===== src/rtl/bss_pkg.sv =====
// Shared types and constants for the bounded signature store.
// No dependencies; used by bss_ram, bss_ctrl and the top level.
`default_nettype none

package bss_pkg;

  localparam int KEY_W = 160;
  localparam int OCC_W = 9;

  localparam logic REQ_LOOKUP = 1'b0;
  localparam logic REQ_INSERT = 1'b1;

  typedef enum logic [1:0] {
    ST_IDLE,
    ST_SCAN,
    ST_UPDATE,
    ST_DONE
  } bss_state_t;

  typedef struct packed {
    logic             found;
    logic             evicted;
    logic [OCC_W-1:0] occupancy;
  } bss_res_t;

endpackage

`default_nettype wire


===== src/rtl/bss_ctrl.sv =====
// Request sequencer: scans held slots oldest first, then appends on insert.
// Depends on bss_pkg; drives the ports of bss_ram.
`default_nettype none

module bss_ctrl #(
  parameter int DEPTH = 256,
  parameter int AW    = 8,
  parameter int CW    = 9
) (
  input  wire                       clk,
  input  wire                       rst_n,
  input  wire                       req_valid,
  output logic                      req_ready,
  input  wire  [bss_pkg::KEY_W-1:0] req_key,
  input  wire                       req_type,
  output logic                      rd_en,
  output logic [AW-1:0]             rd_addr,
  input  wire  [bss_pkg::KEY_W-1:0] rd_data,
  output logic                      wr_en,
  output logic [AW-1:0]             wr_addr,
  output logic [bss_pkg::KEY_W-1:0] wr_data,
  output logic                      res_valid,
  input  wire                       res_ready,
  output bss_pkg::bss_res_t         res
);

  bss_pkg::bss_state_t       state_r, state_nxt;
  logic [AW-1:0]             oldest_r, oldest_nxt;
  logic [AW-1:0]             next_r, next_nxt;
  logic [CW-1:0]             count_r, count_nxt;
  logic [AW-1:0]             rd_slot_r, rd_slot_nxt;
  logic [CW-1:0]             issued_r, issued_nxt;
  logic                      pend_r, pend_nxt;
  logic                      hit_r, hit_nxt;
  logic [bss_pkg::KEY_W-1:0] key_r, key_nxt;
  logic                      ins_r, ins_nxt;
  bss_pkg::bss_res_t         res_r, res_nxt;
  logic                      hit;
  logic [CW-1:0]             count_inc;

  function automatic logic [AW-1:0] adv(input logic [AW-1:0] slot);
    logic [AW-1:0] n;
    n = slot + AW'(1);
    return (slot == AW'(DEPTH - 1)) ? '0 : n;
  endfunction

  assign hit       = hit_r | (pend_r & (rd_data == key_r));
  assign count_inc = count_r + CW'(1);
  assign rd_addr   = rd_slot_r;
  assign wr_addr   = next_r;
  assign wr_data   = key_r;
  assign res       = res_r;

  always_ff @(posedge clk) begin
    if (!rst_n) begin
      state_r  <= bss_pkg::ST_IDLE;
      oldest_r <= '0;
      next_r   <= '0;
      count_r  <= '0;
      issued_r <= '0;
      pend_r   <= 1'b0;
      hit_r    <= 1'b0;
    end else begin
      state_r  <= state_nxt;
      oldest_r <= oldest_nxt;
      next_r   <= next_nxt;
      count_r  <= count_nxt;
      issued_r <= issued_nxt;
      pend_r   <= pend_nxt;
      hit_r    <= hit_nxt;
    end
  end

  always_ff @(posedge clk) begin
    rd_slot_r <= rd_slot_nxt;
    key_r     <= key_nxt;
    ins_r     <= ins_nxt;
    res_r     <= res_nxt;
  end

  always_comb begin
    state_nxt   = state_r;
    oldest_nxt  = oldest_r;
    next_nxt    = next_r;
    count_nxt   = count_r;
    rd_slot_nxt = rd_slot_r;
    issued_nxt  = issued_r;
    pend_nxt    = 1'b0;
    hit_nxt     = hit_r;
    key_nxt     = key_r;
    ins_nxt     = ins_r;
    res_nxt     = res_r;
    req_ready   = 1'b0;
    rd_en       = 1'b0;
    wr_en       = 1'b0;
    res_valid   = 1'b0;
    case (state_r)
      bss_pkg::ST_IDLE: begin
        req_ready = 1'b1;
        if (req_valid) begin
          key_nxt     = req_key;
          ins_nxt     = (req_type == bss_pkg::REQ_INSERT);
          rd_slot_nxt = oldest_r;
          issued_nxt  = '0;
          hit_nxt     = 1'b0;
          state_nxt   = bss_pkg::ST_SCAN;
        end
      end
      bss_pkg::ST_SCAN: begin
        // the pending compare folds into hit this cycle, so leave as soon as
        // nothing more is issued
        hit_nxt = hit;
        if (!hit && (issued_r != count_r)) begin
          rd_en       = 1'b1;
          pend_nxt    = 1'b1;
          issued_nxt  = issued_r + CW'(1);
          rd_slot_nxt = adv(rd_slot_r);
        end else begin
          state_nxt = bss_pkg::ST_UPDATE;
        end
      end
      bss_pkg::ST_UPDATE: begin
        res_nxt.found     = hit_r;
        res_nxt.evicted   = 1'b0;
        res_nxt.occupancy = bss_pkg::OCC_W'(count_r);
        if (ins_r) begin
          wr_en    = 1'b1;
          next_nxt = adv(next_r);
          if (count_r == CW'(DEPTH)) begin
            // full: drop the oldest, count stays
            oldest_nxt      = adv(oldest_r);
            res_nxt.evicted = 1'b1;
          end else begin
            count_nxt         = count_inc;
            res_nxt.occupancy = bss_pkg::OCC_W'(count_inc);
          end
        end
        state_nxt = bss_pkg::ST_DONE;
      end
      bss_pkg::ST_DONE: begin
        res_valid = 1'b1;
        if (res_ready) begin
          state_nxt = bss_pkg::ST_IDLE;
        end
      end
      default: begin
        state_nxt = bss_pkg::ST_IDLE;
      end
    endcase
  end

endmodule

`default_nettype wire


===== config.mk =====
export PLATFORM = sky130hd
export DESIGN_NAME = bss_ctrl
export DESIGN_NICKNAME = d
export VERILOG_FILES = /design/src/rtl/bss_pkg.sv /design/src/rtl/bss_ctrl.sv
export SDC_FILE = /design/constraint.sdc
export NUM_CORES = 1
export LEC_CHECK = 0
export ABC_CLOCK_PERIOD_IN_PS = 5000
export BUFFER_PORTS_ARGS = -buffer_cell sky130_fd_sc_hd__buf_4
export CAP_MARGIN = 20
export CORE_AREA = 2 2 199 201
export DETAILED_ROUTE_END_ITERATION = 7
export DIE_AREA = 0 0 201 203
export PLACE_DENSITY = 0.61
export SYNTH_ARGS = -nofsm -noshare
export SYNTH_HDL_FRONTEND = slang
export SYNTH_SLANG_ARGS = --single-unit

===== constraint.sdc =====
create_clock -name clk -period 5 [get_ports clk]
set_clock_uncertainty 0.15 [all_clocks]
set_input_delay 1 -clock clk [delete_from_list [all_inputs] [get_ports clk]]
set_output_delay 1 -clock clk [all_outputs]
set_load 0.05 [all_outputs]

## Word level (Yosys, flattened, before mapping)

Index checks and enable logic that the tools add are counted.

| word-level totals | value |
|---|---|
| input bits | 325 |
| word-level logic and storage cells | 67 |
| bits in registers | 218 |

| cells by class | value |
|---|---|
| reductions and logical operators | 10 |
| $add $sub $neg | 5 |
| bitwise logic cells | 2 |
| muxes and demuxes | 24 |
| equality and inequality tests | 13 |

Operator list:

| cell | count |
|---|---|
| == test 160 bit | 1 |
| two-way mux 8 bit | 5 |
| two-way mux 9 bit | 4 |
| adder 8 x 1 -> 8 bit, second input constant | 3 |
| == test 8 bit, second input constant | 3 |
| adder 9 x 1 -> 9 bit, second input constant | 2 |
| one-hot mux 9 bit (2 select lines) | 1 |
| one-hot mux 8 bit (2 select lines) | 1 |
| == test 9 bit, second input constant | 1 |
| != test 9 bit | 1 |
| AND reduction 3 bit | 3 |
| two-way mux 1 bit | 8 |
| != test 2 bit, second input constant | 4 |
| one-hot mux 2 bit (4 select lines) | 1 |
| two-way mux 2 bit | 3 |
| AND reduction 2 bit | 3 |
| == test 2 bit, second input constant | 2 |
| == test 2 x 1 -> 1 bit, second input constant | 1 |
| zero test 2 bit | 1 |
| one-hot mux 1 bit (2 select lines) | 1 |
| nonzero test 2 bit | 1 |
| bitwise AND 1 bit | 1 |
| logical AND 1 bit | 1 |
| zero test 1 bit | 1 |
| OR 1 bit | 1 |

## Depth between registers and ports, before layout

Gate-level depths: netlist of run 1.

| logic depth | value |
|---|---|
| word-level depth | 7 |
| gate-level depth with buffers | 11 |
| gate-level depth less buffers | 10 |

## Worst setup path before layout of run 1

OpenSTA, ideal clock, no wires.

| timing path | value |
|---|---|
| kind | input-to-reg |
| from | in req_valid |
| to | reg ins_r, enable pin |
| buffers on the path | 0 |
| stages | 2 |
| slack | 0.133 ns |
| required time | 4.337 ns |
| arrival time | 4.204 ns |
| path through | nand2_1 -> inv_1 |

| on the way | value |
|---|---|
| longest elaborated chain between the ends | 1 |

RTL lines:

| item | line | source |
|---|---|---|
| start, declared | bss_ctrl.sv:12 | `input wire req_valid,` |
| AND reduction 2 bit (no source line) | - |  |
| end signal, assigned | bss_ctrl.sv:77 | `ins_r <= ins_nxt;` |
| end, declared | bss_ctrl.sv:36 | `logic ins_r, ins_nxt;` |

No other way between the ends.
A chain may end at the register's enable or synchronous reset.

## Final worst setup path of run 1

| timing path | value |
|---|---|
| from | in rd_data[133] in the netlist's numbering |
| to | out rd_en |

| on the way | value |
|---|---|
| longest elaborated chain between the ends | 7 |

RTL lines:

| item | line | source |
|---|---|---|
| start, declared | bss_ctrl.sv:18 | `input wire [bss_pkg::KEY_W-1:0] rd_data,` |
| == test 160 bit | bss_ctrl.sv:47 | `assign hit = hit_r \| (pend_r & (rd_data == key_r));` |
| bitwise AND 1 bit | bss_ctrl.sv:47 |  |
| OR 1 bit | bss_ctrl.sv:47 |  |
| zero test 1 bit | bss_ctrl.sv:113 | `if (!hit && (issued_r != count_r)) begin` |
| logical AND 1 bit | bss_ctrl.sv:113 |  |
| two-way mux 1 bit | bss_ctrl.sv:113 |  |
| two-way mux 1 bit | - |  |
| end, declared | bss_ctrl.sv:16 | `output logic rd_en,` |

No other way between the ends.

==> flow_metrics.env, run 1 <==
export IMPL_holdWs_ns=0.348
export IMPL_nets=1662
export IMPL_portBuffers=515
export IMPL_ys_warnings_count=0
export IMPL_cts_max_level=1
export IMPL_drt_iter0_drc=490
export IMPL_tritoncts_num_buffers=26
export IMPL_clockBufferDepth=3
export IMPL_design_area_um2=15300
export IMPL_finalPower_mw=7.64
export IMPL_holdBufCountCts=0
export IMPL_peakVddDrop_v=0.000330
export IMPL_synth_flop_cell="edfxtp_1"
export IMPL_syn_area_um2=9790
export IMPL_drv_cap=0
export IMPL_grt_ovfl_total=0
export IMPL_ys_top_cells_by_count="edfxtp_1, inv_1, xor2_1"
export IMPL_post_cts_setup_buffer_count=0
export IMPL_drc_errors=0
export IMPL_tritoncts="done"
export IMPL_die_h_um=203
export IMPL_status="complete, no violations"
export IMPL_setup_slack_ns=0.286
export IMPL_grt_pass1_vias=8677
export IMPL_synth_top_area_cell="edfxtp_1"
export IMPL_rsz0062_at_grt="false"
export IMPL_synth_most_common_cell="edfxtp_1"
export IMPL_insertion_delay_ns=0.55
export IMPL_nFillCells=3731
export IMPL_synthCells=784
export IMPL_arrival_ns=3.56
export IMPL_firstDrtPassIters=5
export IMPL_synth_area_leaders="edfxtp_1, dfxtp_1, xor2_1, xnor2_1, inv_1"
export IMPL_yosysSeqAreaShare_pct=63.0
export IMPL_hpwl_um=34000
export IMPL_start_util_pct=25.5
export IMPL_relSlewSlack_pct=37.7
export IMPL_vias_per_cell=4.53
export IMPL_root_buffer="clkbuf_16"
export IMPL_grt_max_degree=93
export IMPL_drt_total_wl_um=40800
export IMPL_clkTransAtPathRegs_ns=0.06
export IMPL_die_area_um2=40800
export IMPL_finalCritPeriodShare_pct=94.3
export IMPL_core_um2=38500
export IMPL_placed_cell_area_um2=14400
export IMPL_pwr_density_cell_nw_per_um2=500
export IMPL_yosysTopAreaCellShare_pct=55.2
export IMPL_layout_drive_gt1_share_pct=42.9
export IMPL_ctsResizeCount=2
export IMPL_area_growth_pct=56.0
export IMPL_slew_violations=0
export IMPL_fmax_ghz=0.212
export IMPL_antenna_left=0
export IMPL_ys_ff_latch=218
export IMPL_endpoint_kind="output port"
export IMPL_synth_edf_count=180
export IMPL_critPathKind="in2out"
export IMPL_synth_distinct_cells=52
export IMPL_cp_max_fo=2
export IMPL_hp_class="reg2reg"
export IMPL_worst_pin_slew_ns=0.934
export IMPL_syn_num_nets=1119
export IMPL_dieWidth_um=201
export IMPL_startpoint_type="input pin"
export IMPL_required_ns=3.85
export IMPL_synth_avg_cell_area_um2=12.5
export IMPL_grt_pass1_wl_um=57100
export IMPL_leakagePower_nw=6.42
export IMPL_num_io_pins=516
export IMPL_wl_per_cell_um=21.9
export IMPL_hold_viol=0
export IMPL_dp_worst_setup_slack_ns=-0.101
export IMPL_fin_crit_ns=4.71
export IMPL_gp_congestion=0.933
export IMPL_row_count=72
export IMPL_async_flop_share_pct=0
export IMPL_grt_total_usage_pct=19.1
export IMPL_antenna_found_initial=3
export IMPL_setup_viol=0
export IMPL_vias=8459
export IMPL_clkSinkCount=218
state kept, by name, summed over array words and instances, names as in the netlist:
signal / flops
count_r: 9
wr_addr: 8
state_r: 2
ins_r: 1
res: 11
wr_data: 160
pend_r: 1
issued_r: 9
rd_addr: 8
oldest_r: 8
hit_r: 1
final timing paths:
path                          from                        to  slack [ns]  cells past startpoint
min             hit_r$_SDFFE_PN0P_         res[10]$_DFFE_PP_        0.35                      0
max                   rd_data[133]                     rd_en        0.29                     10
min reg2reg     hit_r$_SDFFE_PN0P_         res[10]$_DFFE_PP_        0.35                      0
max reg2reg  wr_data[63]$_DFFE_PP_  issued_r[7]$_SDFFE_PN0P_        1.36                     10
critical path, stage by stage:
cell and delay (ns):
buf_4 0.12, o2bb2ai_1 0.15, nor4_1 0.56, buf_4 0.23, nand4_1 0.11, or4_1 0.59, nor3_2 0.35, buf_4 0.18
nor2_1 0.07, buf_4 0.20
metrics by stage:
stage / cells / setup TNS, ns / util, %
after global placement: 1817 / -0.0728 / 37.3
after floorplan: 784 / 0 / -
final: 1866 / 0 / 39.7
after CTS: 1864 / 0 / 39.7
after detailed placement: 1817 / -0.101 / 37.3
after global routing: 1865 / 0 / 39.7
metal layers:
layer	share of wire, %	GRT usage (%)	vias to the layer above	routed length, um
li1	-	-	3972	-
met2	48	31.8	408	19600
met1	40	23.5	4016	16400
met4	2.7	6.19	4	1100
met5	0.074	0	-	30
met3	8.8	5.96	59	3590
placed cells by master, fill, tap and decap left out, types with 13 or more instances in the layout:
cell and n:
buf_4 529, o2111ai_1 16, nand3_1 13, dfxtp_1 38, xnor2_1 52, inv_1 77, nand2_1 35, edfxtp_1 180
o21ai_0 15, o22ai_1 21, nor2_1 38, clkbuf_16 28, nor4_1 18, nand2b_1 45, xor2_1 62, nand4_1 32
a21oi_1 16
cell families (layout without fill, tap and decap cells):
logic type,after synthesis,count (layout),share of synthesized area (%)
buffers and inverters,95,657,3.72
AND/OR/NAND/NOR,229,229,13.0
flip-flops,218,218,63.0
AO/OA/AOI/OAI,112,112,8.24
XOR/XNOR,114,114,10.2
other,0,2,0
multiplexers,6,6,0.639
adder cells (fa/ha/maj),10,10,1.28
report_power, final:
part	switching [mW]	total, mW	leakage, nW	internal (mW)
sequential	0.314	2.79	2.02	2.48
combinational	1.99	2.84	3.97	0.848
clock	0.784	2.01	0.436	1.23
area by class of cell:
cell class | count | area, um2 | share of cell area [%]
Sequential cell | 218 | 6170 | 40.4
Timing Repair Buffer | 529 | 3970 | 26.0
Multi-Input combinational cell | 471 | 3280 | 21.5
Clock buffer | 38 | 778 | 5.09
Tap cell | 518 | 648 | 4.24
Inverter | 81 | 309 | 2.02
Clock inverter | 9 | 119 | 0.778
Antenna cell | 2 | 5.00 | 0.0328
(Power assumes the default switching activity.)
==> run 2, diff against run 1 <==
Settings changed: ABC_AREA from default to 1, CORE_AREA 2 2 199 201 to 2 2 203 205, DIE_AREA 0 0 201 203 to 0 0 205 207, PLACE_DENSITY 0.61 to 0.66.
==> run 2 against run 1 <==
  * Via count is 46% higher
  * Combinational power is 17% higher
  * Sequential share of layout area is 5.4 points lower
  * Design area is 15% higher
  * Sequential power hardly changed
  * Global-route usage is 5.7 points higher
  * Critical endpoint unchanged
  * Largest cell class unchanged
  * Largest power group unchanged
==> flow_metrics.env, run 2 <==
export IMPL_synth_area_mux_share_pct=0
export IMPL_ctsResizeCount=0
export IMPL_async_flop_share_pct=0
export IMPL_multi_input_area_um2=4730
export IMPL_nFillCells=4050
export IMPL_drt_iter0_drc=847
export IMPL_relSlewSlack_pct=44.2
export IMPL_portBuffers=515
export IMPL_ys_top_cells_by_count="nand2_1, inv_1, nor2_1"
export IMPL_synth_area_leaders="edfxtp_1, nand2_1, inv_1, dfxtp_1, nor2_1"
export IMPL_seq_area_um2=6170
export IMPL_die_h_um=207
export IMPL_grt_total_usage_pct=24.8
export IMPL_grt_pass1_vias=12146
export IMPL_leakagePower_nw=9.11
export IMPL_synth_compound_area_share_pct=3.66
export IMPL_wl_met2_um=26700
export IMPL_hpwl_um=45800
export IMPL_largest_reg_flops=160
export IMPL_synthSimpleGateAreaFrac_pct=29.8
export IMPL_wl_per_cell_um=20.0
export IMPL_tritoncts="done"
export IMPL_clkSinkCount=218
export IMPL_hold_viol=0
export IMPL_insertion_delay_ns=0.57
export IMPL_worst_pin_slew_ns=0.838
export IMPL_holdBufCountCts=0
export IMPL_ys_ff_latch=218
export IMPL_cts_max_level=1
export IMPL_wl_met1_um=20900
export IMPL_row_count=74
export IMPL_drc_errors=0
export IMPL_ys_warnings_count=0
export IMPL_synth_edf_count=180
export IMPL_routed_wl_met3_um=4850
export IMPL_cp_max_fo=6
export IMPL_syn_area_um2=12300
export IMPL_fin_crit_ns=4.32
export IMPL_drv_cap=0
export IMPL_gp_congestion=0.940
export IMPL_syn_num_nets=1962
export IMPL_status="complete, no violations"
export IMPL_endpoint_kind="output port"
export IMPL_setup_viol=0
export IMPL_vias_per_cell=4.54
export IMPL_start_util_pct=30.4
export IMPL_fmax_ghz=0.232
export IMPL_layout_drive_gt1_share_pct=26.9
export IMPL_hp_class="reg2reg"
export IMPL_antenna_found_initial=7
export IMPL_synthAdderAreaFrac_pct=1.02
export IMPL_finalCritPeriodShare_pct=86.4
export IMPL_setup_tns_ns=0
export IMPL_root_buffer="clkbuf_16"
export IMPL_yosysSeqAreaShare_pct=50.3
export IMPL_core_um2=40400
export IMPL_nets=2498
export IMPL_tritoncts_num_buffers=27
export IMPL_grt_max_degree=63
export IMPL_antenna_left=0
export IMPL_synth_distinct_cells=40
export IMPL_grt_pass1_wl_um=76800
export IMPL_required_ns=3.85
export IMPL_arrival_ns=3.17
export IMPL_grt_ovfl_total=0
export IMPL_die_area_um2=42400
export IMPL_num_io_pins=516
export IMPL_startpoint_type="input pin"
export IMPL_maxUsedRoutingLayer="met5"
export IMPL_vias=12346
export IMPL_r2r_slack_ns=1.80
export IMPL_area_growth_pct=43.7
export IMPL_rsz0062_at_grt="false"
export IMPL_clockBufferDepth=3
export IMPL_synth_top_family_by_area="simple AND/OR/NAND/NOR gates"
export IMPL_synth_xor_area_share_pct=4.07
export IMPL_firstDrtPassIters=7
export IMPL_synth_top_area_cell="edfxtp_1"
export IMPL_design_area_um2=17600
export IMPL_drt_total_wl_um=54500
export IMPL_post_cts_setup_buffer_count=0
export IMPL_synth_avg_cell_area_um2=7.54
export IMPL_critPathKind="in2out"
export IMPL_pwr_density_cell_nw_per_um2=457
export IMPL_final_common_cell="nand2_1"
export IMPL_peakVddDrop_v=0.000320
export IMPL_layout_common_cells="nand2_1, buf_4, inv_1, nor2_1, edfxtp_1"
export IMPL_dieWidth_um=205
export IMPL_synthCells=1627
export IMPL_synth_most_common_cell="nand2_1"
export IMPL_placed_cell_area_um2=16800
export IMPL_synth_flop_cell="edfxtp_1"
export IMPL_clkTransAtPathRegs_ns=0.06
export IMPL_slew_violations=0
export IMPL_yosysTopAreaCellShare_pct=44.1
-- run 2: worst paths after layout --
kind	cells after the start	from	endpoint
max reg2reg	8	wr_data[138]$_DFFE_PP_	rd_addr[6]$_DFFE_PP_
min	2	oldest_r[0]$_SDFFE_PN0P_	oldest_r[0]$_SDFFE_PN0P_
max	10	rd_data[138]	rd_en
min reg2reg	2	oldest_r[0]$_SDFFE_PN0P_	oldest_r[0]$_SDFFE_PN0P_
-- run 2: worst max-delay path, cell delays in order --
cell and delay [ns]:
buf_4 0.11, xnor2_1 0.41, nand2_1 0.10, nor3_1 0.41, nand3_1 0.14, nor2_1 0.20, nand3_2 0.20, nand4_1 0.27
inv_1 0.11, buf_4 0.20
-- run 2: per-stage QoR --
| step | power [mW] | instances | setup slack, ns | hold slack [ns] | utilization [%] |
|---|---|---|---|---|---|
| floorplan | 4.91 | 1627 | 0.136 | 0.281 | - |
| global placement | 6.13 | 2666 | 0.662 | 0.317 | 41.5 |
| detailed placement | 6.16 | 2666 | 0.619 | 0.308 | 41.5 |
| CTS | 8.11 | 2716 | 0.613 | 0.331 | 43.6 |
| global route | 8.44 | 2719 | 0.479 | 0.358 | 43.7 |
| finish | 8.05 | 2720 | 0.681 | 0.338 | 43.7 |
-- run 2: layout make-up --
type / count / share of cell area (%)
Tap cell: 532 / 3.78
Clock inverter: 21 / 0.930
Sequential cell: 218 / 35.0
Timing Repair Buffer: 517 / 22.0
Clock buffer: 29 / 3.88
Inverter: 351 / 7.50
Antenna cell: 4 / 0.0568
Multi-Input combinational cell: 1048 / 26.8
-- run 2: cells by family after synthesis --
| family | after synthesis |
|---|---|
| fa+ha+maj | 10 |
| compound gates | 84 |
| simple gates | 897 |
| xor+xnor | 57 |
| flops | 218 |
| buf+inv | 361 |
-- run 2: layer usage --
layer | vias to the layer above | global-route usage, %
li1 | 6074 | -
met1 | 5660 | 29.0
met2 | 520 | 43.3
met3 | 86 | 6.97
met4 | 6 | 8.16
met5 | - | 0
-- run 2: power breakdown --
| part | switching (mW) | internal (mW) |
|---|---|---|
| clock | 0.839 | 1.09 |
| combinational | 2.35 | 0.965 |
| sequential | 0.351 | 2.46 |
==> run 3, diff against run 2 <==
Settings changed: CELL_PAD_IN_SITES_DETAIL_PLACEMENT from default to 0, CELL_PAD_IN_SITES_GLOBAL_PLACEMENT from default to 1, CORE_AREA 2 2 203 205 to default, CORE_ASPECT_RATIO from default to 0.5, CORE_MARGIN from default to 2, CORE_UTILIZATION from default to 31, DIE_AREA 0 0 205 207 to default, PLACE_DENSITY 0.66 to 0.87.
==> run 3 against run 2 <==
  * Largest power group unchanged
  * Combinational power shrank 1%
  * Critical path depth grew 2
  * First-iteration DRC count grew 23%
  * Utilization grew 1.5 points
  * Register-to-register slack gained 0.18 ns
==> flow_metrics.env, run 3 (synthesis results as in run 2) <==
export IMPL_status="complete, no violations"
export IMPL_start_util_pct=31.5
export IMPL_nFillCells=3943
export IMPL_hp_class="reg2reg"
export IMPL_insertion_delay_ns=0.54
export IMPL_post_cts_setup_buffer_count=0
export IMPL_area_growth_pct=43.2
export IMPL_cts_max_level=1
export IMPL_portBuffers=515
export IMPL_multi_input_area_um2=4730
export IMPL_drt_total_wl_um=53400
export IMPL_grt_pass1_wl_um=73300
export IMPL_antenna_left=0
export IMPL_required_ns=3.85
export IMPL_finalCritPeriodShare_pct=83.7
export IMPL_num_io_pins=516
export IMPL_cp_common_cell="nand2_1"
export IMPL_holdBufCountCts=0
export IMPL_nets=2494
export IMPL_grt_ovfl_total=0
export IMPL_crit_path_max_incr_delay_ns=0.32
export IMPL_wl_per_cell_um=19.7
export IMPL_firstDrtPassIters=5
export IMPL_vias=12219
export IMPL_drv_cap=0
export IMPL_startpoint_type="input pin"
export IMPL_drc_errors=0
export IMPL_peakVddDrop_v=0.000206
export IMPL_ctsResizeCount=0
export IMPL_grt_max_degree=89
export IMPL_relSlewSlack_pct=48.7
export IMPL_row_count=51
export IMPL_crit_slowest_cell="xnor2_1"
export IMPL_largest_reg_flops=160
export IMPL_gp_congestion=0.947
export IMPL_slew_violations=0
export IMPL_final_common_cell="nand2_1"
export IMPL_fin_crit_ns=4.19
export IMPL_fmax_ghz=0.239
export IMPL_clkTransAtPathRegs_ns=0.06
export IMPL_antenna_found_initial=6
export IMPL_crit_chain="buf_4 > xnor2_1 > nand2_1 > nor2_1 > nand2_1 > nor2_1 > nand2_1 > nor2_2 > nand3_2 > nand4_1 > inv_1 > buf_4"
export IMPL_dieWidth_um=285
export IMPL_critPathKind="in2out"
export IMPL_layout_drive_gt1_share_pct=26.7
export IMPL_hold_viol=0
export IMPL_grt_total_usage_pct=24.6
export IMPL_critPathTopFamily="simple AND/OR/NAND/NOR gates"
export IMPL_vias_per_cell=4.51
export IMPL_setup_tns_ns=0
export IMPL_endpoint_kind="output port"
export IMPL_cp_max_fo=6
export IMPL_hpwl_um=45100
export IMPL_die_area_um2=41300
export IMPL_worst_pin_slew_ns=0.770
export IMPL_dp_worst_setup_slack_ns=0.883
export IMPL_die_h_um=145
export IMPL_clkSinkCount=218
export IMPL_seq_area_um2=6170
export IMPL_core_um2=38900
export IMPL_setup_viol=0
export IMPL_critPathBufInv=3
export IMPL_rsz0062_at_grt="false"
export IMPL_layout_common_cells="nand2_1, buf_4, inv_1, nor2_1, edfxtp_1"
export IMPL_leakagePower_nw=9.08
export IMPL_drt_iter0_drc=1040
export IMPL_root_buffer="clkbuf_16"
export IMPL_clockBufferDepth=3
export IMPL_arrival_ns=3.04
export IMPL_grt_pass1_vias=11616
export IMPL_setup_slack_ns=0.814
export IMPL_tritoncts_num_buffers=23
export IMPL_tritoncts="done"
export IMPL_pwr_density_cell_nw_per_um2=452
## run 3: cell types whose count changed in the layout (fill, tap and decap cells not counted), sizes merged
cell / change
bufinv: +2
clkinv: -10
clkinvlp: -1
inv: +1
## run 3: metrics by stage
step | total power, mW | hold WS, ns | util (%) | instances | cell area (um2)
floorplan | 4.91 | 0.281 | - | 1627 | 12300
global placement | 6.10 | 0.293 | 43.1 | 2664 | 16800
detailed placement | 6.13 | 0.313 | 43.1 | 2664 | 16800
CTS | 7.99 | 0.329 | 45.1 | 2706 | 17600
global route | 8.34 | 0.343 | 45.1 | 2709 | 17600
finish | 7.94 | 0.327 | 45.1 | 2710 | 17600
## run 3: area by class of cell
cell class                 instances  share of cell area, %
multi-input combinational       1048                   26.9
timing repair buffer             517                   22.2
inverter                         351                   7.53
clock buffer                      29                   3.41
clock inverter                    13                   1.01
antenna                            4                 0.0570
tap                              530                   3.78
sequential                       218                   35.1
## run 3: metal layers
layer	global-route usage, %	wire (um)
met1	31.7	22300
met4	6.06	1200
met2	42.9	26700
met3	4.68	3190
met5	0	29
## run 3: path summary, 6_finish.rpt
kind	start	to	slack, ns	cells past startpoint
max	rd_data[38]	rd_en	0.81	12
min	hit_r$_SDFFE_PN0P_	res[10]$_DFFE_PP_	0.33	0
max reg2reg	wr_data[38]$_DFFE_PP_	rd_addr[3]$_DFFE_PP_	1.98	10
min reg2reg	hit_r$_SDFFE_PN0P_	res[10]$_DFFE_PP_	0.33	0
## run 3: power by group
group | total (mW) | internal (mW) | switching [mW]
clock | 1.84 | 1.06 | 0.781
sequential | 2.83 | 2.46 | 0.374
combinational | 3.27 | 0.970 | 2.30
total | 7.94 | 4.49 | 3.45
